$ cat src/rtl/vpcs_pkg.sv
package vpcs_pkg;

  localparam logic [1:0] ACT_LOAD_PART = 2'd0;
  localparam logic [1:0] ACT_LOAD_LINK = 2'd1;
  localparam logic [1:0] ACT_STEP      = 2'd2;
  localparam logic [1:0] ACT_NOP       = 2'd3;

  localparam logic [3:0] REG_GRAVITY_X   = 4'd0;
  localparam logic [3:0] REG_GRAVITY_Y   = 4'd1;
  localparam logic [3:0] REG_TIME_STEP   = 4'd2;
  localparam logic [3:0] REG_SUBSTEPS    = 4'd3;
  localparam logic [3:0] REG_AREA_WIDTH  = 4'd4;
  localparam logic [3:0] REG_AREA_HEIGHT = 4'd5;
  localparam logic [3:0] REG_PART_COUNT  = 4'd6;
  localparam logic [3:0] REG_LINK_COUNT  = 4'd7;

  localparam int RESULT_CAP = 16;

  typedef struct packed {
    logic load_part;
    logic load_link;
    logic grav0;
    logic grav1;
    logic grav2;
    logic i_clr;
    logic i_inc;
    logic j_clr;
    logic j_inc;
    logic k_clr;
    logic k_inc;
    logic int_wr;
    logic cl_wr;
    logic pa_rd;
    logic pb_rd;
    logic pa_cap;
    logic pb_cap;
    logic diff_en;
    logic sq_en;
    logic sqrt_start;
    logic len_en;
    logic dlen_en;
    logic div_start;
    logic div_y;
    logic rx_cap;
    logic ry_cap;
    logic corr_en;
    logic wr_a;
    logic wr_b;
    logic out_ld;
  } cmd_t;

  typedef struct packed {
    logic n_zero;
    logic m_zero;
    logic part_last;
    logic link_last;
    logic sub_done;
    logic link_skip;
    logic len_zero;
    logic sqrt_done;
    logic div_done;
    logic emit_last;
  } status_t;

  function automatic logic [31:0] sat32(input logic [48:0] v);
    logic [31:0] r;
    if (!v[48] && (|v[47:31])) r = 32'h7FFF_FFFF;
    else if (v[48] && !(&v[47:31])) r = 32'h8000_0000;
    else r = v[31:0];
    return r;
  endfunction

endpackage

$ cat src/rtl/vpcs_ctrl.sv
module vpcs_ctrl (
  input  logic                clk,
  input  logic                rst,
  input  logic                in_valid,
  input  logic [1:0]          action,
  output logic                in_stall,
  output logic                out_valid,
  input  logic                out_stall,
  input  vpcs_pkg::status_t   st,
  output vpcs_pkg::cmd_t      cmd
);

  typedef enum logic [28:0] {
    S_IDLE    = 29'd1 << 0,
    S_GRAV0   = 29'd1 << 1,
    S_GRAV1   = 29'd1 << 2,
    S_GRAV2   = 29'd1 << 3,
    S_INT_RD  = 29'd1 << 4,
    S_INT_WR  = 29'd1 << 5,
    S_SUB_CHK = 29'd1 << 6,
    S_CL_RD   = 29'd1 << 7,
    S_CL_WR   = 29'd1 << 8,
    S_LK_RD   = 29'd1 << 9,
    S_LK_CHK  = 29'd1 << 10,
    S_PA_RD   = 29'd1 << 11,
    S_PB_RD   = 29'd1 << 12,
    S_PB_CAP  = 29'd1 << 13,
    S_DIFF    = 29'd1 << 14,
    S_SQR     = 29'd1 << 15,
    S_SQ_GO   = 29'd1 << 16,
    S_SQ_WAIT = 29'd1 << 17,
    S_LEN_CHK = 29'd1 << 18,
    S_DIVX    = 29'd1 << 19,
    S_DIVY    = 29'd1 << 20,
    S_CORR    = 29'd1 << 21,
    S_WR_A    = 29'd1 << 22,
    S_WR_B    = 29'd1 << 23,
    S_LK_NEXT = 29'd1 << 24,
    S_SUB_END = 29'd1 << 25,
    S_EM_RD   = 29'd1 << 26,
    S_EM_LD   = 29'd1 << 27,
    S_EM_WAIT = 29'd1 << 28
  } state_t;

  state_t state, state_next;
  logic   in_acc;

  assign in_stall  = (state != S_IDLE);
  assign out_valid = (state == S_EM_WAIT);
  assign in_acc    = in_valid && (state == S_IDLE);

  always_ff @(posedge clk) begin
    if (rst) state <= S_IDLE;
    else state <= state_next;
  end

  always_comb begin
    state_next = state;
    cmd        = '0;
    case (state)
      S_IDLE: begin
        cmd.load_part = in_acc && (action == vpcs_pkg::ACT_LOAD_PART);
        cmd.load_link = in_acc && (action == vpcs_pkg::ACT_LOAD_LINK);
        if (in_acc && action == vpcs_pkg::ACT_STEP) state_next = S_GRAV0;
      end
      S_GRAV0: begin
        cmd.grav0  = 1'b1;
        state_next = S_GRAV1;
      end
      S_GRAV1: begin
        cmd.grav1  = 1'b1;
        state_next = S_GRAV2;
      end
      S_GRAV2: begin
        cmd.grav2  = 1'b1;
        cmd.i_clr  = 1'b1;
        cmd.k_clr  = 1'b1;
        state_next = st.n_zero ? S_IDLE : S_INT_RD;
      end
      S_INT_RD: state_next = S_INT_WR;
      S_INT_WR: begin
        cmd.int_wr = 1'b1;
        if (st.part_last) begin
          state_next = S_SUB_CHK;
        end else begin
          cmd.i_inc  = 1'b1;
          state_next = S_INT_RD;
        end
      end
      S_SUB_CHK: begin
        cmd.i_clr  = 1'b1;
        state_next = st.sub_done ? S_EM_RD : S_CL_RD;
      end
      S_CL_RD: state_next = S_CL_WR;
      S_CL_WR: begin
        cmd.cl_wr = 1'b1;
        if (st.part_last) begin
          cmd.j_clr  = 1'b1;
          state_next = st.m_zero ? S_SUB_END : S_LK_RD;
        end else begin
          cmd.i_inc  = 1'b1;
          state_next = S_CL_RD;
        end
      end
      S_LK_RD: state_next = S_LK_CHK;
      S_LK_CHK: state_next = st.link_skip ? S_LK_NEXT : S_PA_RD;
      S_PA_RD: begin
        cmd.pa_rd  = 1'b1;
        state_next = S_PB_RD;
      end
      S_PB_RD: begin
        cmd.pb_rd  = 1'b1;
        cmd.pa_cap = 1'b1;
        state_next = S_PB_CAP;
      end
      S_PB_CAP: begin
        cmd.pb_cap = 1'b1;
        state_next = S_DIFF;
      end
      S_DIFF: begin
        cmd.diff_en = 1'b1;
        state_next  = S_SQR;
      end
      S_SQR: begin
        cmd.sq_en  = 1'b1;
        state_next = S_SQ_GO;
      end
      S_SQ_GO: begin
        cmd.sqrt_start = 1'b1;
        state_next     = S_SQ_WAIT;
      end
      S_SQ_WAIT: begin
        if (st.sqrt_done) begin
          cmd.len_en = 1'b1;
          state_next = S_LEN_CHK;
        end
      end
      S_LEN_CHK: begin
        cmd.dlen_en = 1'b1;
        if (st.len_zero) begin
          state_next = S_LK_NEXT;
        end else begin
          cmd.div_start = 1'b1;
          state_next    = S_DIVX;
        end
      end
      S_DIVX: begin
        if (st.div_done) begin
          cmd.rx_cap    = 1'b1;
          cmd.div_start = 1'b1;
          cmd.div_y     = 1'b1;
          state_next    = S_DIVY;
        end
      end
      S_DIVY: begin
        if (st.div_done) begin
          cmd.ry_cap = 1'b1;
          state_next = S_CORR;
        end
      end
      S_CORR: begin
        cmd.corr_en = 1'b1;
        state_next  = S_WR_A;
      end
      S_WR_A: begin
        cmd.wr_a   = 1'b1;
        state_next = S_WR_B;
      end
      S_WR_B: begin
        cmd.wr_b   = 1'b1;
        state_next = S_LK_NEXT;
      end
      S_LK_NEXT: begin
        if (st.link_last) begin
          state_next = S_SUB_END;
        end else begin
          cmd.j_inc  = 1'b1;
          state_next = S_LK_RD;
        end
      end
      S_SUB_END: begin
        cmd.k_inc  = 1'b1;
        state_next = S_SUB_CHK;
      end
      S_EM_RD: state_next = S_EM_LD;
      S_EM_LD: begin
        cmd.out_ld = 1'b1;
        state_next = S_EM_WAIT;
      end
      S_EM_WAIT: begin
        if (!out_stall) begin
          if (st.emit_last) begin
            state_next = S_IDLE;
          end else begin
            cmd.i_inc  = 1'b1;
            state_next = S_EM_RD;
          end
        end
      end
      default: state_next = S_IDLE;
    endcase
  end

endmodule

$ cat config.mk
export PLATFORM = sky130hd
export DESIGN_NAME = vpcs_ctrl
export DESIGN_NICKNAME = d
export VERILOG_FILES = /design/src/rtl/vpcs_pkg.sv /design/src/rtl/vpcs_ctrl.sv
export SDC_FILE = /design/constraint.sdc
export NUM_CORES = 1
export LEC_CHECK = 0
export BUFFER_PORTS_ARGS = -buffer_cell sky130_fd_sc_hd__buf_2
export CAP_MARGIN = 20
export CELL_PAD_IN_SITES_DETAIL_PLACEMENT = 2
export CELL_PAD_IN_SITES_GLOBAL_PLACEMENT = 2
export CORE_MARGIN = 1
export CORE_UTILIZATION = 27
export CTS_BUF_LIST = sky130_fd_sc_hd__clkbuf_8 sky130_fd_sc_hd__clkbuf_16
export CTS_CLUSTER_SIZE = 25
export DETAILED_ROUTE_END_ITERATION = 10
export GPL_ROUTABILITY_DRIVEN = 1
export PLACE_DENSITY = 0.8
export SYNTH_ARGS = -nofsm -noshare
export SYNTH_HDL_FRONTEND = slang
export SYNTH_SLANG_ARGS = --single-unit
$ cat constraint.sdc
create_clock -name clk -period 2.16 [get_ports clk]
set_input_delay 0 -clock clk [delete_from_list [all_inputs] [get_ports clk]]
set_output_delay 0 -clock clk [all_outputs]
set_load 0.01 [all_outputs]
==> results of run 1 <==
## synth_stat cells, types with 2 or more instances
cell type  number
o211ai_1        2
buf_6           3
nor4_1         12
nor2_1         28
a22oi_1         2
nand3b_1        6
nor4b_1         7
nand2b_1        7
buf_4           3
nand2_1        21
and4b_1         2
and2_1          2
nor4_4          4
nand4b_1        7
dfxtp_1        29
or2_2           3
nor4_2          4
nor3b_1         7
nand3_1         7
inv_1          12
xnor2_1         4
clkbuf_1        2
o21ai_0         2
nor3_1         17
a21oi_1        13
nand4_1         4
## through the flow
step | area (sq um) | setup WS, ns | TNS, ns | hold WS [ns] | util, %
after CTS | 3140 | -0.00578 | -0.00784 | 0.00650 | 48.7
after detailed placement | 2590 | -0.162 | -2.79 | 0.212 | 40.1
after global placement | 2590 | -0.0290 | -0.0290 | 0.199 | 40.1
after floorplan | 1840 | -0.147 | -1.75 | 0.0510 | -
## what timing repair did
item / in CTS
endpoints found under the hold margin: 4
gates cloned: 1
hold buffers: 4
endpoints found under the setup margin: 51
setup buffers: 12
pin swaps: 21
resized for setup: 75
## cell families after synthesis
family	Yosys count	share of synthesized area [%]
AO/OA/AOI/OAI	30	10.6
XOR/XNOR	5	2.39
buffers and inverters	20	5.93
flip-flops	29	31.7
AND/OR/NAND/NOR	143	49.4
==> impl.org, run 1 <==
** Timing
- After the last repair the worst path ends at a register data pin.
- The global-route repair_timing pass left the worst setup endpoint at state[12]$_SDFFE_PP0P_/D.

** Floorplanning
- Vertical die dimension :: approximately 84 um
- Once the floorplan was initialized, standard cells occupied 28.4% of the core.
- The floorplan step set the die width to 84.4 um.
- The floorplan has 29 rows.
- Num ports :: 48

** Clocking
- Deepest level of the CTS H-tree :: 2
- The tree built by TritonCTS fans out to 29 sinks.
- The root buffer cell chosen for the clock tree is clkbuf_8.
- Clock tree synthesis inserted a total of 5 buffers.
- Maximum clock insertion buffer count :: 2

** Synth
- Post-synthesis cell type with the largest combined area :: dfxtp_1
- Fraction of synthesized cell area taken by the top area cell type :: 31.7%
- Mapped cell area :: about 0.0018 sq mm
- Sequential-to-total area share from yosys stat :: 31.7%
- Async SR Flop Fraction :: 0%
- Number of nets in the synthesized netlist :: roughly 240
- By area the synthesized netlist is led by dfxtp_1 (32%), nor2_1 (5.7%), nor3_1 (4.6%), nor4_4 (4.6%), nand2_1 (4.3%).
- Synthesized area divided by synthesized cell count :: just over 8 sq um
- In the synthesized netlist, the number of instances is ~230.
- In this run, distinct cell masters in the synthesized netlist total 43.
- Number of synthesized register bits :: 29
- Post-synth EDFFs :: 0
- Among all flip-flop cells after synthesis, the most frequent one is dfxtp_1.
- Total of warnings raised by yosys :: 0

** Run status
- The tool reported: "[ERROR DPL-0033] detailed placement checks failed during check placement".
- The run stopped with a tool error.
- The flow halted during 5_1_grt.

** GRT
- Pin count of the biggest net entering global routing :: 12
- The number of antenna violations at the first check in global routing came to 0.

** Placement
- Total half-perimeter wirelength after legalization and detailed placement :: between 6 and 7 mm
- Input and output buffers added on the ports amount to 47.
- Final weighted congestion in routability-driven placement :: ~0.84
- In this run, placement finished with an instance count of approximately 410.
==> run 2, diff against run 1 <==
- CELL_PAD_IN_SITES_DETAIL_PLACEMENT: 2 -> default
- CELL_PAD_IN_SITES_GLOBAL_PLACEMENT: 2 -> default
- CORE_UTILIZATION: 27 -> 30
- CTS_BUF_LIST: sky130_fd_sc_hd__clkbuf_8 sky130_fd_sc_hd__clkbuf_16 -> default
- CTS_CLUSTER_SIZE: 25 -> default
- PLACE_DENSITY: 0.8 -> default
- PLACE_DENSITY_LB_ADDON: default -> 0.15
- clock period: 2.16 -> 2.8 ns (I/O delays scaled with it)
==> run 2 against run 1 <==
The flow now finishes without violations. Synthesized area did not move. Synthesized cell count did not move.
==> impl.org, run 2 <==
** Run status
- Run status :: finished clean (was aborted with a tool error)

** Placement
- Number of buffers inserted by port buffering :: 47 (unchanged)
- The weighted congestion at the end of routability-driven global placement came to 0.866 (was 0.845).
- The number of instances in the placed design came to 357 (was 407).
- Total half-perimeter wirelength after legalization and detailed placement :: 4.43 mm (was 6.60 mm)

** Detailed routing
- Vias after detailed routing :: a little under 2000
- WL/cell :: roughly 16 um
- After the first detailed-routing iteration, the DRC count stood at 84.
- In the routed design, unresolved DRC markers number 0.
- Antenna viol nets, final :: 0
- After detailed routing, the number of vias per cell comes to around 5.3.
- For this block, the routed nets add up to ~5.8 mm of wire.
- DR pass1 iterations :: 4

** Floorplanning
- Die width :: 80.2 um (was 84.4 um)
- Total number of placement rows :: 28 (was 29)
- The number of top-level design ports came to 48 (unchanged).
- Floorplan core area :: 0.00592 sq mm
- Vertical die dimension :: 80.2 um (was 84.4 um)
- Die area :: approximately 0.0064 sq mm
- Starting Density :: 31.0% (was 28.4%)

** Synth
- Most frequent cell after synthesis :: dfxtp_1 (unchanged)
- The most area-hungry cell type in the Yosys netlist was dfxtp_1 (unchanged).
- The register area share after synthesis is 31.7% (unchanged).
- Synthesized area divided by synthesized cell count :: 8.08 sq um (unchanged)
- Mapped cell area :: 0.00183 sq mm (unchanged)
- Total of warnings raised by yosys :: 0 (unchanged)
- Cell types with the highest counts after synthesis :: dfxtp_1 (29), nor2_1 (28), nand2_1 (21) (unchanged)
- Async SR Flop Fraction :: 0% (unchanged)
- Number of instances in the synthesized netlist :: 227 (unchanged)
- Fraction of synthesized cell area taken by the top area cell type :: 31.7% (unchanged)
- Synth top area cells: dfxtp_1 (32%), nor2_1 (5.7%), nor3_1 (4.6%), nor4_4 (4.6%), nand2_1 (4.3%) (unchanged).
- Number of synthesized register bits :: 29 (unchanged)
- The count of unique library cells instantiated by Yosys is 43 (unchanged).
- Post-synth EDFFs :: 0 (unchanged)
- Post-synth top flop :: dfxtp_1 (unchanged)
- The number of nets produced by synthesis was 243 (unchanged).

** Power
- Total power density per cell area :: 409 mW/mm^2
- In this run the power spent charging and discharging nets is ~0.3 mW.
- Fraction of power spent switching nets :: between 30% and 40%
- Share of total power in combinational logic :: approximately 23%
- Across the VDD grid, the largest voltage drop is between 0.15 and 0.2 mV.
- In this run the static leakage power is 1.06 nW.
- Internal power comes to approximately 0.68 mW.
- Clock power frac :: 33.9%
- Reg power frac :: ~43%
- Total chip power :: a little under 1 mW

** Critical path
- The critical path is of the reg -> out type.
- Along the worst path, the maximum fanout reaches 8.
- Walking the worst path, the cells encountered are nor4_4 -> buf_4 -> nand2_1 -> nor2_1 -> nand3_1 -> buf_4 -> nor4_1 -> buf_2.
- Cell with the most instances on the worst path :: buf_4
- Critical Path End Type :: primary output
- For the worst flop-to-flop path, the logic depth is 8.
- Worst R2R End :: state[27]
- Crit start category :: flop
- In this design, the stage delay of the slowest critical-path cell is 0.41 ns.
- At the worst endpoint, the arrival time is between 2 and 2.5 ns.
- The setup check on the worst reg-to-reg path leaves a slack of 0.33 ns.
- At the worst endpoint, the required time is 2.80 ns.
- Critical Path Slowest Stage Cell :: dfxtp_1
- Source of the critical timing path :: state[14]
- Worst R2R Start :: state[20]

** Run
- Number of maximum-capacitance violations :: 0

** Hold path
- Class of the tightest hold or removal check :: in -> reg
- Worst hold path startpoint :: st[3]
- Hold-critical path depth :: 3
- The path with the worst hold slack has its endpoint at state[24].

** Timing
- For this run, the top clock speed supported by timing is 401 MHz.
- Smallest hold slack :: 0.0137 ns
- After routing, the total negative slack on setup checks comes to 0 ns.
- For the pin with the worst max-slew slack, the measured transition is between 0.5 and 0.6 ns.
- Final critical delay including setup and external delays :: 2.49 ns
- Headroom to the max-slew limit :: 61.3%
- The number of max-slew violations in the final report came to 0.
- Clock skew on the completed layout was measured at around 0.0062 ns.
- In the finished design, the share of the clock period the worst path needs comes to roughly 89%.
- The hold violation total from the final report was 0.
- Setup violations remaining at the end of the flow were counted as 0.
- Setup repair after global routing missed its margin :: false

** Clocking
- Clock-pin slew was measured on the worst setup and hold paths at roughly 0.07 ns.
- TritonCTS clock tree :: built
- The buffer cell driving the clock tree root is clkbuf_8 (unchanged).
- Number of sinks driven by the clock tree :: 29 (unchanged)
- Count of buffers added by post-CTS timing repair for setup :: 0 (was 12)
- Total clock buffers created by CTS :: 5 (unchanged)
- Clock latency on the worst-skew pair, taken at its later pin, is 0.28 ns.
- Deepest level of the CTS H-tree :: 2 (unchanged)
- The maximum root-to-sink buffer count came to 2 (unchanged).

** Final layout
- Biggest registers after layout :: state x29
- The register with the most flip-flops in the layout has 29 of them.
- Total area of multi-input combinational cells :: ~0.0012 sq mm
- For this run, the post-layout net count is slightly above 300.
- Sequential cell area in the final layout :: 581 sq um
- Non-filler instance count after layout :: 371
- Most frequent cells in the layout :: buf_2 (47), dfxtp_1 (29), nor2_1 (28), nand2_1 (21), nor3_1 (17)
- Compared with the post-synthesis result, the final layout area differs by 30.6%.
- Counting the fill cells in the layout gives 643.
- Commonest non-fill, non-tap cell in the layout :: buf_2
- Cells with a size suffix above 1 make up 29.1% of the layout.
- Total inserted antenna cells :: 0
- The register with the most flip-flops in the final layout is state.

** GRT
- The first global-routing pass estimated around 9 mm of wire.
- The number of antenna violations at the first check in global routing was 0.
- Entering global routing, the biggest net connects 18 pins.
- Number of global-route vias before repair :: 1767
- Congestion Overflow GR :: 0
- Global routing consumed, over all layers together, a little under a fifth of the routing resources.
-- run 2: cell counts after synthesis --
No cell type changed its count.
-- run 2: cell type report --
cell class                      instances  share of cell area [%]
Multi-Input combinational cell        178                    48.7
Sequential cell                        29                    24.2
Timing Repair Buffer                   69                    17.9
Tap cell                               75                    3.92
Clock buffer                            6                    3.03
Inverter                               12                    1.88
Clock inverter                          2                   0.418
-- run 2: what timing repair did --
action | 4_1_cts | 5_1_grt
hold endpoints to repair | 5 | 0
gates resized for setup | 0 | 3
hold buffers | 6 | 0
setup endpoints to repair | 0 | 5
-- run 2: worst max path at each step --
stage                     end  slack (ns)  depth (start not counted)
finish                cmd[10]        0.31                          8
floorplan            state[7]        0.49                         10
global route        state[22]        0.07                          8
global placement     state[8]        0.24                          8
CTS                 state[22]        0.20                          8
detailed placement   state[5]        0.20                          8
-- run 2: cells by family after synthesis --
kind of cell | count (synthesis) | share of synthesized area, %
and+or+nand+nor | 143 | 49.4
buffers and inverters | 20 | 5.93
xor gates and xnor gates | 5 | 2.39
AOI/OAI and AO/OA | 30 | 10.6
DFF | 29 | 31.7
-- run 2: critical path: cells and delay by family, from the launching register on --
family / cells / cell delay (ns)
flops: 1 / 0.41
simple gates: 5 / 1.17
buf+inv: 3 / 0.62
-- run 2: stage by stage --
step / area [sq um] / worst slack, ns / util (%)
6_report: 2400 / 0.307 / 40.5
5_1_grt: 2400 / 0.0709 / 40.5
4_1_cts: 2370 / 0.196 / 40.1
3_5_place_dp: 2230 / 0.205 / 37.7
3_3_place_gp: 2230 / 0.242 / 37.7
2_1_floorplan: 1830 / 0.492 / -
-- run 2: layer usage --
metal  global-route usage, %  routed length, um  share of wire (%)  vias up
met4                    8.57                134                2.3        0
met2                    28.3               2670                 46       50
met1                    25.0               2720                 47      914
li1                        -                  -                  -      980
met5                       0                  0                  0        -
met3                    3.86                263                4.5       12
-- run 2: power by group through the flow --
stage | clock network (mW) | registers, mW | logic (mW)
finish | 0.333 | 0.426 | 0.222
global route | 0.367 | 0.427 | 0.245
CTS | 0.343 | 0.426 | 0.221
detailed placement | 0 | 0.435 | 0.213
global placement | 0 | 0.435 | 0.214
floorplan | 0 | 0.434 | 0.131
Power figures use the tool's default switching activity.
==> run 3, diff against run 2 <==
- BUFFER_PORTS_ARGS: -buffer_cell sky130_fd_sc_hd__buf_2 -> default
- DONT_BUFFER_PORTS: default -> 1
==> run 3 against run 2 <==
Design area down 5.1%. Via count decreased by 7.7%. Register-to-register slack better by 0.03 ns. Core utilization decreased by 2.1 points. Sequential power about the same. Worst setup slack lost 0.022 ns. Non-clock buffer count shrank 31. Clock power hardly changed. Clock skew is essentially flat. Critical path depth grew 1. Highest routed layer unchanged.
==> impl.org, run 3 (synthesis gave the netlist of run 2 again) <==
** Final layout
- The most frequent standard cell in the layout excluding fill and tap cells is dfxtp_1 (was buf_2).
- The fraction of final layout cells with drive strength greater than 1 was 17.4% (was 29.1%).
- The flip-flop count of the largest register, all copies and words added was 29 (unchanged).
- Total inserted antenna cells :: 0 (unchanged)
- Area growth, synth to finish :: 23.9% (was 30.6%)
- Most flop-heavy register :: state (unchanged)
- # nets final :: 280 (was 311)
- The filler cell count in the final layout was 620 (was 643).
- Biggest registers after layout :: state x29 (unchanged)
- Most frequent cells in the layout :: dfxtp_1 (29), nor2_1 (28), buf_4 (25), nand2_1 (21), nor3_1 (17) (was buf_2 (47), dfxtp_1 (29), nor2_1 (28), nand2_1 (21), nor3_1 (17))

** Critical path
- Crit start category :: flop (unchanged)
- The largest fanout of any net on the critical path is 6 (was 8).
- Critical Path Slowest Stage Cell :: nor4_4 (was dfxtp_1)
- The worst path buffer plus inverter count is 2 (was 3).
- Stages on the worst setup path :: 9 (was 8)
- Cell count of the worst reg-to-reg path :: 8 (unchanged)
- The critical path data required time came to 2.80 ns (about the same).
- The endpoint type of the worst setup path is a primary output (unchanged).
- Critical path, cell by cell :: nor4_4 -> buf_4 -> nand2_1 -> nor2_1 -> nand3_1 -> nor4b_1 -> buf_4 -> nand2b_1 -> nand2_1 (was nor4_4 -> buf_4 -> nand2_1 -> nor2_1 -> nand3_1 -> buf_4 -> nor4_1 -> buf_2)
- The worst path arrival time is 2.52 ns (was 2.49 ns).
- Cell type group with the largest total delay on the critical path :: simple AND/OR/NAND/NOR gates (unchanged)
- Critical setup path kind :: reg -> out (unchanged)
- Register-to-register path setup slack :: 0.36 ns (was 0.33 ns)
- Worst stage delay on the critical path :: 0.40 ns (was 0.41 ns)

** Detailed routing
- Routed wire length :: 5.49 mm (was 5.80 mm)
- Vias after detailed routing :: 1806 (was 1956)
- WL/cell :: 16.1 um (was 15.6 um)
- The number of DRC violations after detailed-routing iteration 0 is 95 (was 84).
- DR pass1 iterations :: 4 (unchanged)
- The total DRC errors in the routed layout was 0 (unchanged).
- The number of vias per cell after detailed routing came to 5.31 (was 5.27).
- Antenna viol nets, final :: 0 (unchanged)

** Clocking
- The TritonCTS sink count is 29 (unchanged).
- Deepest level of the CTS H-tree :: 2 (unchanged)
- The CTS tree is built (unchanged).
- The post-CTS setup buffer count came to 0 (unchanged).
- Clock network latency to the later pin of the worst-skew pair :: 0.29 ns (was 0.28 ns)
- Buffer cell driving the clock tree root :: clkbuf_8 (unchanged)
- Clock slew at the register clock pins of the worst setup and hold paths :: 0.06 ns (was 0.07 ns)
- The CTS buffer count was 5 (unchanged).
- The maximum root-to-sink buffer count came to 2 (unchanged).

** GRT
- The overall routing resource usage was 18.0% (was 18.6%).
- The first-pass GRT wire length came to 8.49 mm (was 8.87 mm).
- Pin count of the biggest net entering global routing :: 11 (was 18)
- Congestion Overflow GR :: 0 (unchanged)
- The number of antenna violations at the first check in global routing came to 0 (unchanged).
- The number of global-route vias before repair was 1666 (was 1767).

** Timing
- Setup repair after global routing missed its margin: false (unchanged).
- The slew at the pin with the worst max-slew slack came to 0.542 ns (was 0.576 ns).
- The worst setup margin is 0.285 ns (was 0.307 ns).
- The number of max-slew violations in the final report was 0 (unchanged).
- Fin. Hold Viols :: 0 (unchanged)
- Highest clock rate :: 398 MHz (was 401 MHz)
- The setup violation total in the final timing report was 0 (unchanged).
- The relative slew slack was 63.8% (was 61.3%).
- Largest clock skew in the final design :: 0.00613 ns (was 0.00617 ns)
- The share of the clock period used by the worst path was 89.8% (was 89.0%).
- Setup Total Neg Slack :: 0 ns (unchanged)
- The final critical path time including I/O delays and setup is 2.52 ns (was 2.49 ns).

** Power
- Peak VDD IR :: 0.165 mV (was 0.159 mV)
- Total leakage power :: 0.900 nW (was 1.06 nW)
- Total power density per cell area :: 425 mW/mm^2 (was 409 mW/mm^2)

** Run status
- Run status :: finished clean (unchanged)

** Placement
- Number of buffers inserted by port buffering :: 0 (was 47)
- The weighted congestion at the end of routability-driven global placement is 0.791 (was 0.866).
- The detailed placer's ending HPWL was 4.29 mm (was 4.43 mm).
- Worst Setup Slack post-DPL :: 0.252 ns (was 0.205 ns)

** Hold path
- Hold-critical path depth :: 3 (unchanged)
- Class of the tightest hold or removal check :: in -> reg (unchanged)

** Floorplanning
- Total number of placement rows :: 28 (unchanged)
- The floorplan die area is 0.00643 sq mm (unchanged).
- Vertical die dimension :: 80.2 um (unchanged)
- The starting density of the core is 31.0% (unchanged).
- The area of the core region came to 0.00592 sq mm (unchanged).
- Die width :: 80.2 um (unchanged)
- Num ports :: 48 (unchanged)

** Run
- Number of maximum-capacitance violations :: 0 (unchanged)
run 3: power breakdown:
group	switching (mW)	total, mW	internal (mW)
Combinational	0.124	0.204	0.0799
Sequential	0.00693	0.426	0.419
Clock	0.164	0.336	0.172
Total	0.295	0.966	0.671
run 3: what timing repair did:
item                                    in CTS  in global routing
gates resized for setup                      0                  1
hold buffers                                13                  0
endpoints found under the setup margin       0                  1
endpoints found under the hold margin       17                  0
run 3: worst reg2reg max path, delay by kind of cell (launching register included):
| kind | cells | cell delay, ns |
|---|---|---|
| flip-flops | 1 | 0.36 |
| AO/OA/AOI/OAI | 2 | 0.36 |
| AND/OR/NAND/NOR | 5 | 1.42 |
| buffers and inverters | 1 | 0.18 |
run 3: routing by layer:
| layer | vias to the layer above | share of wire, % | track usage, % |
|---|---|---|---|
| met5 | - | 0 | 0 |
| met4 | 0 | 1.3 | 5.71 |
| met3 | 6 | 4.9 | 5.57 |
| met2 | 30 | 48 | 30.3 |
| met1 | 855 | 46 | 21.7 |
| li1 | 915 | - | - |
run 3: metrics by stage:
step / cell area, sq um / hold slack (ns) / util, % / power [mW] / instances
after floorplan: 1830 / 0.0510 / - / 0.565 / 227
after global placement: 2050 / 0.0632 / 34.7 / 0.622 / 319
after detailed placement: 2050 / 0.0613 / 34.7 / 0.621 / 319
after CTS: 2260 / 0.000185 / 38.3 / 0.977 / 340
after global routing: 2270 / 0.0101 / 38.4 / 1.02 / 340
final: 2270 / 0.00320 / 38.4 / 0.966 / 340
run 3: worst paths after layout:
path,from,endpoint
max,state[12],cmd[7]
min,action[1],state[0]
max reg2reg,state[20],state[12]
min reg2reg,state[27],state[27]
run 3: cell type report:
class	count	area (sq um)	share of cell area, %
Sequential cell	29	581	25.5
Timing Repair Buffer	38	318	14.0
Inverter	12	45.0	1.98
Clock buffer	6	72.6	3.19
Clock inverter	2	10.0	0.440
Multi-Input combinational cell	178	1150	50.7
Tap cell	75	93.8	4.13
